--- src/hw/rtl/sls_pkg.sv ---
package sls_pkg;

    // Operation codes carried by an input transaction
    typedef enum logic [1:0] {
        OP_INSERT = 2'd0,
        OP_REMOVE = 2'd1,
        OP_SEARCH = 2'd2,
        OP_LIST   = 2'd3
    } op_t;

    // Result status codes
    typedef enum logic [1:0] {
        ST_OK      = 2'd0,
        ST_EMPTY   = 2'd1,
        ST_MISSING = 2'd2,
        ST_FULL    = 2'd3
    } status_t;

    localparam int VALUE_W = 32;

    // Walk counter update
    typedef enum logic [2:0] {
        CNT_HOLD = 3'd0,
        CNT_CLR  = 3'd1,
        CNT_FILL = 3'd2,
        CNT_INC  = 3'd3,
        CNT_DEC  = 3'd4
    } cnt_op_t;

    // Fill count update
    typedef enum logic [1:0] {
        FILL_HOLD = 2'd0,
        FILL_INC  = 2'd1,
        FILL_DEC  = 2'd2
    } fill_op_t;

    // Memory address source: the walk counter or the slot below it
    typedef enum logic {
        ADDR_CNT  = 1'b0,
        ADDR_PREV = 1'b1
    } addr_sel_t;

    // Memory write data source
    typedef enum logic {
        WD_ITEM  = 1'b0,
        WD_RDATA = 1'b1
    } wdata_sel_t;

    // Result value source
    typedef enum logic [1:0] {
        VAL_ZERO  = 2'd0,
        VAL_ITEM  = 2'd1,
        VAL_RDATA = 2'd2
    } val_sel_t;

    // Commands from controller to datapath
    typedef struct packed {
        logic       load;
        cnt_op_t    cnt_op;
        fill_op_t   fill_op;
        logic       rd_en;
        addr_sel_t  rd_addr;
        logic       wr_en;
        addr_sel_t  wr_addr;
        wdata_sel_t wr_data;
        logic       found_set;
        logic       emit;
        status_t    emit_status;
        val_sel_t   emit_val;
        logic       emit_last;
    } cmd_t;

    // Status from datapath to controller
    typedef struct packed {
        logic fill_zero;
        logic full;
        logic cnt_zero;
        logic cnt_at_fill;
        logic cnt_at_last;
        logic le;
        logic eq;
        logic found;
    } stat_t;

endpackage

--- src/hw/rtl/sls_datapath.sv ---
module sls_datapath #(
    parameter int CAPACITY = 16
) (
    input  logic                               clk,
    input  logic                               rst_n,
    input  sls_pkg::cmd_t                      cmd,
    output sls_pkg::stat_t                     stat,
    input  logic signed [sls_pkg::VALUE_W-1:0] item_value,
    output logic                               result_valid,
    output logic [1:0]                         status,
    output logic signed [sls_pkg::VALUE_W-1:0] out_value,
    output logic                               last
);

    localparam int AW = (CAPACITY > 1) ? $clog2(CAPACITY) : 1;
    localparam int CW = $clog2(CAPACITY + 1);

    logic signed [sls_pkg::VALUE_W-1:0] mem [CAPACITY];
    logic signed [sls_pkg::VALUE_W-1:0] rdata_reg;
    logic signed [sls_pkg::VALUE_W-1:0] item_reg;

    logic [CW-1:0] cnt_reg, cnt_next;
    logic [CW-1:0] fill_reg, fill_next;
    logic [CW-1:0] cnt_prev;
    logic          found_reg, found_next;

    logic [AW-1:0]                      rd_addr;
    logic [AW-1:0]                      wr_addr;
    logic signed [sls_pkg::VALUE_W-1:0] wr_data;
    logic signed [sls_pkg::VALUE_W-1:0] emit_value;

    logic                               result_valid_reg;
    logic [1:0]                         status_reg;
    logic signed [sls_pkg::VALUE_W-1:0] out_value_reg;
    logic                               last_reg;

    assign cnt_prev = cnt_reg - CW'(1);

    // Select memory addresses and write data
    assign rd_addr = (cmd.rd_addr == sls_pkg::ADDR_PREV) ? cnt_prev[AW-1:0] : cnt_reg[AW-1:0];
    assign wr_addr = (cmd.wr_addr == sls_pkg::ADDR_PREV) ? cnt_prev[AW-1:0] : cnt_reg[AW-1:0];
    assign wr_data = (cmd.wr_data == sls_pkg::WD_RDATA) ? rdata_reg : item_reg;

    // Entry storage: one write and one registered read per cycle
    always_ff @(posedge clk)
    begin
        if (cmd.wr_en)
        begin
            mem[wr_addr] <= wr_data;
        end
        if (cmd.rd_en)
        begin
            rdata_reg <= mem[rd_addr];
        end
    end

    // Capture the item value
    always_ff @(posedge clk)
    begin
        if (cmd.load)
        begin
            item_reg <= item_value;
        end
    end

    // Walk counter
    always_comb
    begin
        unique case (cmd.cnt_op)
            sls_pkg::CNT_CLR:  cnt_next = '0;
            sls_pkg::CNT_FILL: cnt_next = fill_reg;
            sls_pkg::CNT_INC:  cnt_next = cnt_reg + CW'(1);
            sls_pkg::CNT_DEC:  cnt_next = cnt_prev;
            default:           cnt_next = cnt_reg;
        endcase
    end

    // Fill count
    always_comb
    begin
        unique case (cmd.fill_op)
            sls_pkg::FILL_INC: fill_next = fill_reg + CW'(1);
            sls_pkg::FILL_DEC: fill_next = fill_reg - CW'(1);
            default:           fill_next = fill_reg;
        endcase
    end

    // Match flag for remove and search
    always_comb
    begin
        found_next = found_reg;
        if (cmd.load)
        begin
            found_next = 1'b0;
        end
        else if (cmd.found_set)
        begin
            found_next = 1'b1;
        end
    end

    always_ff @(posedge clk or negedge rst_n)
    begin
        if (!rst_n)
        begin
            cnt_reg   <= '0;
            fill_reg  <= '0;
            found_reg <= 1'b0;
        end
        else
        begin
            cnt_reg   <= cnt_next;
            fill_reg  <= fill_next;
            found_reg <= found_next;
        end
    end

    // Status toward the controller
    assign stat.fill_zero   = (fill_reg == '0);
    assign stat.full        = (fill_reg == CW'(CAPACITY));
    assign stat.cnt_zero    = (cnt_reg == '0);
    assign stat.cnt_at_fill = (cnt_reg == fill_reg);
    assign stat.cnt_at_last = (cnt_reg == fill_reg - CW'(1));
    assign stat.le          = (item_reg <= rdata_reg);
    assign stat.eq          = (item_reg == rdata_reg);
    assign stat.found       = found_reg;

    // Result value select
    always_comb
    begin
        unique case (cmd.emit_val)
            sls_pkg::VAL_ITEM:  emit_value = item_reg;
            sls_pkg::VAL_RDATA: emit_value = rdata_reg;
            default:            emit_value = '0;
        endcase
    end

    // Result strobe
    always_ff @(posedge clk or negedge rst_n)
    begin
        if (!rst_n)
        begin
            result_valid_reg <= 1'b0;
        end
        else
        begin
            result_valid_reg <= cmd.emit;
        end
    end

    // Result payload
    always_ff @(posedge clk)
    begin
        if (cmd.emit)
        begin
            status_reg    <= cmd.emit_status;
            out_value_reg <= emit_value;
            last_reg      <= cmd.emit_last;
        end
    end

    assign result_valid = result_valid_reg;
    assign status       = status_reg;
    assign out_value    = out_value_reg;
    assign last         = last_reg;

endmodule

--- src/hw/rtl/sls_controller.sv ---
module sls_controller (
    input  logic           clk,
    input  logic           rst_n,
    input  logic           start,
    input  logic [1:0]     op,
    output logic           busy,
    output sls_pkg::cmd_t  cmd,
    input  sls_pkg::stat_t stat
);

    typedef enum logic [4:0] {
        S_IDLE     = 5'b00001,
        S_INS_RD   = 5'b00010,
        S_INS_CMP  = 5'b00100,
        S_WALK_RD  = 5'b01000,
        S_WALK_CMP = 5'b10000
    } state_t;

    state_t         state_reg, state_next;
    sls_pkg::op_t   op_reg, op_next;
    sls_pkg::op_t   op_in;

    assign op_in = sls_pkg::op_t'(op);
    assign busy  = (state_reg != S_IDLE);

    always_comb
    begin
        state_next = state_reg;
        op_next    = op_reg;

        cmd             = '0;
        cmd.cnt_op      = sls_pkg::CNT_HOLD;
        cmd.fill_op     = sls_pkg::FILL_HOLD;
        cmd.rd_addr     = sls_pkg::ADDR_CNT;
        cmd.wr_addr     = sls_pkg::ADDR_CNT;
        cmd.wr_data     = sls_pkg::WD_ITEM;
        cmd.emit_status = sls_pkg::ST_OK;
        cmd.emit_val    = sls_pkg::VAL_ZERO;

        unique case (state_reg)
            S_IDLE:
            begin
                // Accept a transaction, or answer at once on full or empty
                if (start)
                begin
                    op_next = op_in;
                    if (op_in == sls_pkg::OP_INSERT)
                    begin
                        if (stat.full)
                        begin
                            cmd.emit        = 1'b1;
                            cmd.emit_status = sls_pkg::ST_FULL;
                            cmd.emit_last   = 1'b1;
                        end
                        else
                        begin
                            cmd.load   = 1'b1;
                            cmd.cnt_op = sls_pkg::CNT_FILL;
                            state_next = S_INS_RD;
                        end
                    end
                    else if (stat.fill_zero)
                    begin
                        cmd.emit        = 1'b1;
                        cmd.emit_status = sls_pkg::ST_EMPTY;
                        cmd.emit_last   = 1'b1;
                    end
                    else
                    begin
                        cmd.load   = 1'b1;
                        cmd.cnt_op = sls_pkg::CNT_CLR;
                        state_next = S_WALK_RD;
                    end
                end
            end

            S_INS_RD:
            begin
                // Bottom reached: place the value in slot zero
                if (stat.cnt_zero)
                begin
                    cmd.wr_en       = 1'b1;
                    cmd.wr_addr     = sls_pkg::ADDR_CNT;
                    cmd.wr_data     = sls_pkg::WD_ITEM;
                    cmd.fill_op     = sls_pkg::FILL_INC;
                    cmd.emit        = 1'b1;
                    cmd.emit_status = sls_pkg::ST_OK;
                    cmd.emit_val    = sls_pkg::VAL_ITEM;
                    cmd.emit_last   = 1'b1;
                    state_next      = S_IDLE;
                end
                else
                begin
                    cmd.rd_en   = 1'b1;
                    cmd.rd_addr = sls_pkg::ADDR_PREV;
                    state_next  = S_INS_CMP;
                end
            end

            S_INS_CMP:
            begin
                if (stat.le)
                begin
                    // Shift the entry up one slot and keep walking down
                    cmd.wr_en   = 1'b1;
                    cmd.wr_addr = sls_pkg::ADDR_CNT;
                    cmd.wr_data = sls_pkg::WD_RDATA;
                    cmd.cnt_op  = sls_pkg::CNT_DEC;
                    state_next  = S_INS_RD;
                end
                else
                begin
                    // Smaller entry found: drop the value in above it
                    cmd.wr_en       = 1'b1;
                    cmd.wr_addr     = sls_pkg::ADDR_CNT;
                    cmd.wr_data     = sls_pkg::WD_ITEM;
                    cmd.fill_op     = sls_pkg::FILL_INC;
                    cmd.emit        = 1'b1;
                    cmd.emit_status = sls_pkg::ST_OK;
                    cmd.emit_val    = sls_pkg::VAL_ITEM;
                    cmd.emit_last   = 1'b1;
                    state_next      = S_IDLE;
                end
            end

            S_WALK_RD:
            begin
                if (stat.cnt_at_fill)
                begin
                    // End of the walk: report remove and search outcome
                    state_next = S_IDLE;
                    if (op_reg == sls_pkg::OP_REMOVE || op_reg == sls_pkg::OP_SEARCH)
                    begin
                        cmd.emit      = 1'b1;
                        cmd.emit_last = 1'b1;
                        if (stat.found)
                        begin
                            cmd.emit_status = sls_pkg::ST_OK;
                            if (op_reg == sls_pkg::OP_REMOVE)
                            begin
                                cmd.emit_val = sls_pkg::VAL_ITEM;
                                cmd.fill_op  = sls_pkg::FILL_DEC;
                            end
                        end
                        else
                        begin
                            cmd.emit_status = sls_pkg::ST_MISSING;
                        end
                    end
                end
                else
                begin
                    cmd.rd_en   = 1'b1;
                    cmd.rd_addr = sls_pkg::ADDR_CNT;
                    state_next  = S_WALK_CMP;
                end
            end

            S_WALK_CMP:
            begin
                cmd.cnt_op = sls_pkg::CNT_INC;
                state_next = S_WALK_RD;
                unique case (op_reg)
                    sls_pkg::OP_REMOVE:
                    begin
                        // After the match, move each entry down one slot
                        if (stat.found)
                        begin
                            cmd.wr_en   = 1'b1;
                            cmd.wr_addr = sls_pkg::ADDR_PREV;
                            cmd.wr_data = sls_pkg::WD_RDATA;
                        end
                        else if (stat.eq)
                        begin
                            cmd.found_set = 1'b1;
                        end
                    end
                    sls_pkg::OP_SEARCH:
                    begin
                        if (stat.eq)
                        begin
                            cmd.found_set = 1'b1;
                        end
                    end
                    sls_pkg::OP_LIST:
                    begin
                        cmd.emit        = 1'b1;
                        cmd.emit_status = sls_pkg::ST_OK;
                        cmd.emit_val    = sls_pkg::VAL_RDATA;
                        cmd.emit_last   = stat.cnt_at_last;
                    end
                    sls_pkg::OP_INSERT:
                    begin
                        // insert never walks upward
                    end
                endcase
            end

            default:
            begin
                state_next = S_IDLE;
            end
        endcase
    end

    always_ff @(posedge clk or negedge rst_n)
    begin
        if (!rst_n)
        begin
            state_reg <= S_IDLE;
            op_reg    <= sls_pkg::OP_INSERT;
        end
        else
        begin
            state_reg <= state_next;
            op_reg    <= op_next;
        end
    end

endmodule

--- src/hw/rtl/sorted_list_store_unit.sv ---
// Sorted store of up to CAPACITY signed 32-bit values in ascending order. A
// transaction is taken when start is high and busy is low; busy then stays high
// while the entries are walked through the entry memory, which has one write
// port and one registered read port. Insert into a full store and remove, search
// or list on an empty store leave busy low. Every result is driven for exactly
// one cycle with result_valid high, starting the cycle after the deciding edge;
// there is no backpressure, so the receiver must capture each result as it
// appears. List gives one result per entry with last set on the final one; every
// other transaction gives a single result.
module sorted_list_store_unit #(
    parameter int CAPACITY = 16
) (
    input  logic                               clk,
    input  logic                               rst_n,
    input  logic                               start,
    output logic                               busy,
    input  logic [1:0]                         op,
    input  logic signed [sls_pkg::VALUE_W-1:0] item_value,
    output logic                               result_valid,
    output logic [1:0]                         status,
    output logic signed [sls_pkg::VALUE_W-1:0] out_value,
    output logic                               last
);

    sls_pkg::cmd_t  cmd;
    sls_pkg::stat_t stat;

    sls_controller u_ctrl (
        .clk   (clk),
        .rst_n (rst_n),
        .start (start),
        .op    (op),
        .busy  (busy),
        .cmd   (cmd),
        .stat  (stat)
    );

    sls_datapath #(
        .CAPACITY (CAPACITY)
    ) u_dp (
        .clk          (clk),
        .rst_n        (rst_n),
        .cmd          (cmd),
        .stat         (stat),
        .item_value   (item_value),
        .result_valid (result_valid),
        .status       (status),
        .out_value    (out_value),
        .last         (last)
    );

endmodule

--- config.mk ---
export PLATFORM = sky130hd
export DESIGN_NAME = sorted_list_store_unit
export DESIGN_NICKNAME = d
export VERILOG_FILES = /design/src/hw/rtl/sls_pkg.sv /design/src/hw/rtl/sls_datapath.sv /design/src/hw/rtl/sls_controller.sv /design/src/hw/rtl/sorted_list_store_unit.sv
export SDC_FILE = /design/constraint.sdc
export NUM_CORES = 1
export LEC_CHECK = 0
export ABC_AREA = 1
export BUFFER_PORTS_ARGS = -buffer_cell sky130_fd_sc_hd__buf_2
export CELL_PAD_IN_SITES_DETAIL_PLACEMENT = 0
export CELL_PAD_IN_SITES_GLOBAL_PLACEMENT = 1
export CORE_UTILIZATION = 50
export CTS_CLUSTER_SIZE = 10
export DETAILED_ROUTE_END_ITERATION = 6
export PLACE_DENSITY_LB_ADDON = 0.1
export SLEW_MARGIN = 10
export SYNTH_ARGS = -nofsm -noshare
export SYNTH_HDL_FRONTEND = slang
export SYNTH_SLANG_ARGS = --single-unit
--- constraint.sdc ---
create_clock -name clk -period 11.1 [get_ports clk]
set_input_delay 2.22 -clock clk [delete_from_list [all_inputs] [get_ports clk]]
set_output_delay 2.22 -clock clk [all_outputs]
set_load 0.005 [all_outputs]
==> metrics.json <==
{
  "synthesis": {
    "async_flop_share_pct": 3.02,
    "netlist_area_before_placement_mm2": 0.0270,
    "yosys_reg_bits": 630,
    "yosys_warnings": 0,
    "top_cells_by_area_synth": "edfxtp_1 68%, nand3_1 4.6%, o21ai_0 3.8%",
    "avgSynthCellArea_um2": 12.1,
    "synth_cell_types": 49,
    "synth_sequential_area_ratio_pct": 69.8,
    "synth_edf_count": 611,
    "synth_flop_cell": "edfxtp_1",
    "syn-num-nets": 2301,
    "synthesis.instances": 2222,
    "synthDominantCellAreaShare_pct": 68.0,
    "synth_top_area_cell": "edfxtp_1"
  },
  "timing": {
    "unrepaired_setup_endpoints_after_global_routing": "no",
    "actual_transition_at_the_worst_max_transition_pin_ns": 1.17,
    "worst_rel_slew_slack_pct": 21.8,
    "timing.final.hold_violations": 0,
    "final_critical_path_setup_slack_ns": 6.01,
    "fin_setup_tns_ns": 0,
    "setup_violations": 0,
    "period_needed_ns": 5.09,
    "maxClockFrequency_mhz": 196,
    "timing_max_transition_violations_final": 0,
    "skew_ns": 0.0208,
    "finalCritPeriodShare_pct": 45.9
  },
  "drt": {
    "drt_first_iter_violations": 1541,
    "num_vias": 16849,
    "detailedRoute.firstPassIterationCount": 5,
    "viasPerCell": 5.64,
    "routed_wire_length_um": 68800,
    "route.detailed.drc": 0,
    "detail-route-antenna-nets": 0,
    "route.detailed.wl_per_inst_um": 23.0
  },
  "cells_and_area": {
    "final_cell_mix": "611 x edfxtp_1, 247 x nand3_1, 246 x nand2_1, 237 x inv_1, 205 x o21ai_0",
    "post_route_cells_drive_above_1_share_pct": 11.1,
    "fin_nets": 2357,
    "nFillCells": 4323,
    "leading_cell_type_in_the_layout_fill_and_taps_excluded": "edfxtp_1",
    "top_register": "u_dp.mem",
    "area_growth_syn_to_layout_pct": 11.2,
    "flip_flop_count_of_the_largest_register_after_layout": 512,
    "antenna-diode-count": 0
  },
  "clock_network": {
    "cts_inserted_buffers": 74,
    "clock_insertion_delay_worst_skew_ns": 0.61,
    "cts.path.max_buffers": 3,
    "cts.repair.resized": 0,
    "cts_setup_buffers": 0,
    "cts_num_sinks": 630,
    "htreeDepth": 3,
    "path_clk_slew_ns": 0.06,
    "cts_tree": "built",
    "clock_tree.root_cell": "clkbuf_16",
    "hold_buffers": 0
  },
  "global_routing": {
    "grt_pass1_vias": 16337,
    "grt_max_degree": 103,
    "number_of_antenna_violations_at_the_first_check_in_global_routing": 0,
    "grt_remaining_overflow": 0,
    "grt_pass1_wl_um": 102000,
    "globalRouteTotalUtil_pct": 25.6
  },
  "setup_path": {
    "arrival_time_worst_endpoint_ns": 5.56,
    "r2r_slack_ns": 6.01,
    "timing.setup.critical_path_class": "flop to flop",
    "worst_case_reg_to_reg_path_depth": 17,
    "worst-endpoint-required_ns": 11.57,
    "worst_reg2reg_startpoint": "u_dp.cnt_reg[0]",
    "critPathLaunchType": "flop",
    "endpoint_kind": "flop",
    "cp_max_fo": 102,
    "worstReg2RegEnd": "u_dp.rdata_reg[23]"
  },
  "min_path": {
    "hold_path_startpoint": "u_ctrl.op_reg[1]",
    "whs_path_depth": 2,
    "min_delay_path_class": "flop to flop",
    "holdPathEnd": "u_ctrl.op_reg[1]"
  },
  "flow_run": {
    "max-cap-violations": 0
  },
  "placed_design": {
    "detailedPlace.worstSlack_ns": 6.07,
    "place.detailed.hpwl_um": 35500,
    "place_congestion": 0.793,
    "buffer_ports.inserted": 73
  },
  "power": {
    "ratio_of_total_power_to_cell_area_mw_per_mm2": 221,
    "totalPowerFinal_mw": 6.62,
    "ir_worst_vdd_uv": 121,
    "p_leak_nw": 10.6
  },
  "floorplan": {
    "rows": 84,
    "initial_core_utilization_pct": 50.9,
    "die_h_um": 234,
    "core_area_mm2": 0.0530,
    "io_pins": 74,
    "width_of_the_die_um": 234,
    "floorplan.die_area_mm2": 0.0549
  },
  "status": {
    "run_status": "complete, no violations"
  }
}
through the flow:
step / instances / util, % / hold slack (ns) / instance area (um2)
floorplan: 2222 / - / 0.516 / 27000
global placement: 2890 / 52.8 / 0.557 / 28000
detailed placement: 2890 / 52.8 / 0.565 / 28000
CTS: 2985 / 56.6 / 0.578 / 30000
global route: 2985 / 56.6 / 0.594 / 30000
finish: 2985 / 56.6 / 0.572 / 30000
layer usage:
layer  GRT usage (%)  vias to the layer above  part of all wire (%)
met5               0                        -                     0
met4            8.40                        0                   2.2
met3            4.26                      106                   6.9
met2            41.7                      557                    47
met1            35.1                     8196                    44
li1                -                     7990                     -
power by group:
part / switching (mW) / total [mW] / internal, mW / leakage, nW
logic: 1.12 / 1.58 / 0.463 / 3.89
clock network: 0.893 / 2.11 / 1.22 / 0.987
registers: 0.0694 / 2.93 / 2.86 / 5.77
final cells by class:
type                            count  area, um2  share of cell area (%)
Clock buffer                       86       1930                    6.43
Clock inverter                      9       93.8                   0.313
Inverter                          244        932                    3.11
Multi-Input combinational cell   1220       6730                    22.4
Sequential cell                   630      18800                    62.8
Tap cell                          688        861                    2.87
Timing Repair Buffer              108        628                    2.09
worst max-delay path by stage:
stage | from | end | slack, ns
after floorplan | op[1] | u_dp.item_reg[0] | 6.44
after global placement | u_dp.cnt_reg[0] | u_dp.rdata_reg[23] | 6.15
after detailed placement | u_dp.cnt_reg[0] | u_dp.rdata_reg[23] | 6.07
after CTS | u_dp.cnt_reg[0] | u_dp.rdata_reg[23] | 6.04
after global routing | u_dp.cnt_reg[0] | u_dp.rdata_reg[23] | 5.55
final | u_dp.cnt_reg[0] | u_dp.rdata_reg[23] | 6.01
logic make-up (layout without fill, tap and decap cells):
| logic type | Yosys count | count (layout) | synth area share, % |
|---|---|---|---|
| simple gates | 605 | 605 | 10.3 |
| buf+inv | 372 | 447 | 5.93 |
| compound gates | 556 | 556 | 11.5 |
| xor+xnor | 17 | 17 | 0.552 |
| flops | 630 | 630 | 69.8 |
| fa+ha+maj | 42 | 42 | 1.95 |
cells in the mapped netlist, types with 3 or more instances:
master and n:
nand3_1 248, nor2_1 56, o211ai_1 33, nor4_1 4
or2_0 4, xnor2_1 8, buf_6 11, or2_2 14
o21ai_1 193, nand3b_1 3, a21o_1 3, dfrtp_1 18
ha_1 42, nand4_1 4, o21bai_1 54, nand2_1 246
inv_1 237, clkbuf_2 11, buf_4 8, xor2_1 9
buf_1 6, o21bai_2 10, inv_2 5, clkbuf_1 37
or2_1 16, o21ai_0 207, edfxtp_1 611, buf_2 55
a21oi_1 49
worst max-delay path, stage by stage (launching register included):
cell and delay, ns:
dfrtp_1 0.51, inv_1 0.14, ha_1 0.27, nand3_4 0.11
nor2_4 0.05, nor2_8 0.15, inv_6 0.08, nand2_2 0.11
nand2_8 0.30, inv_6 0.53, buf_4 0.97, buf_4 0.98
o21ai_0 0.18, inv_1 0.09, o21ai_1 0.06, nand3_1 0.09
nand3_1 0.07, nand2_1 0.08
No activity file was read; power rests on OpenSTA's default activity.
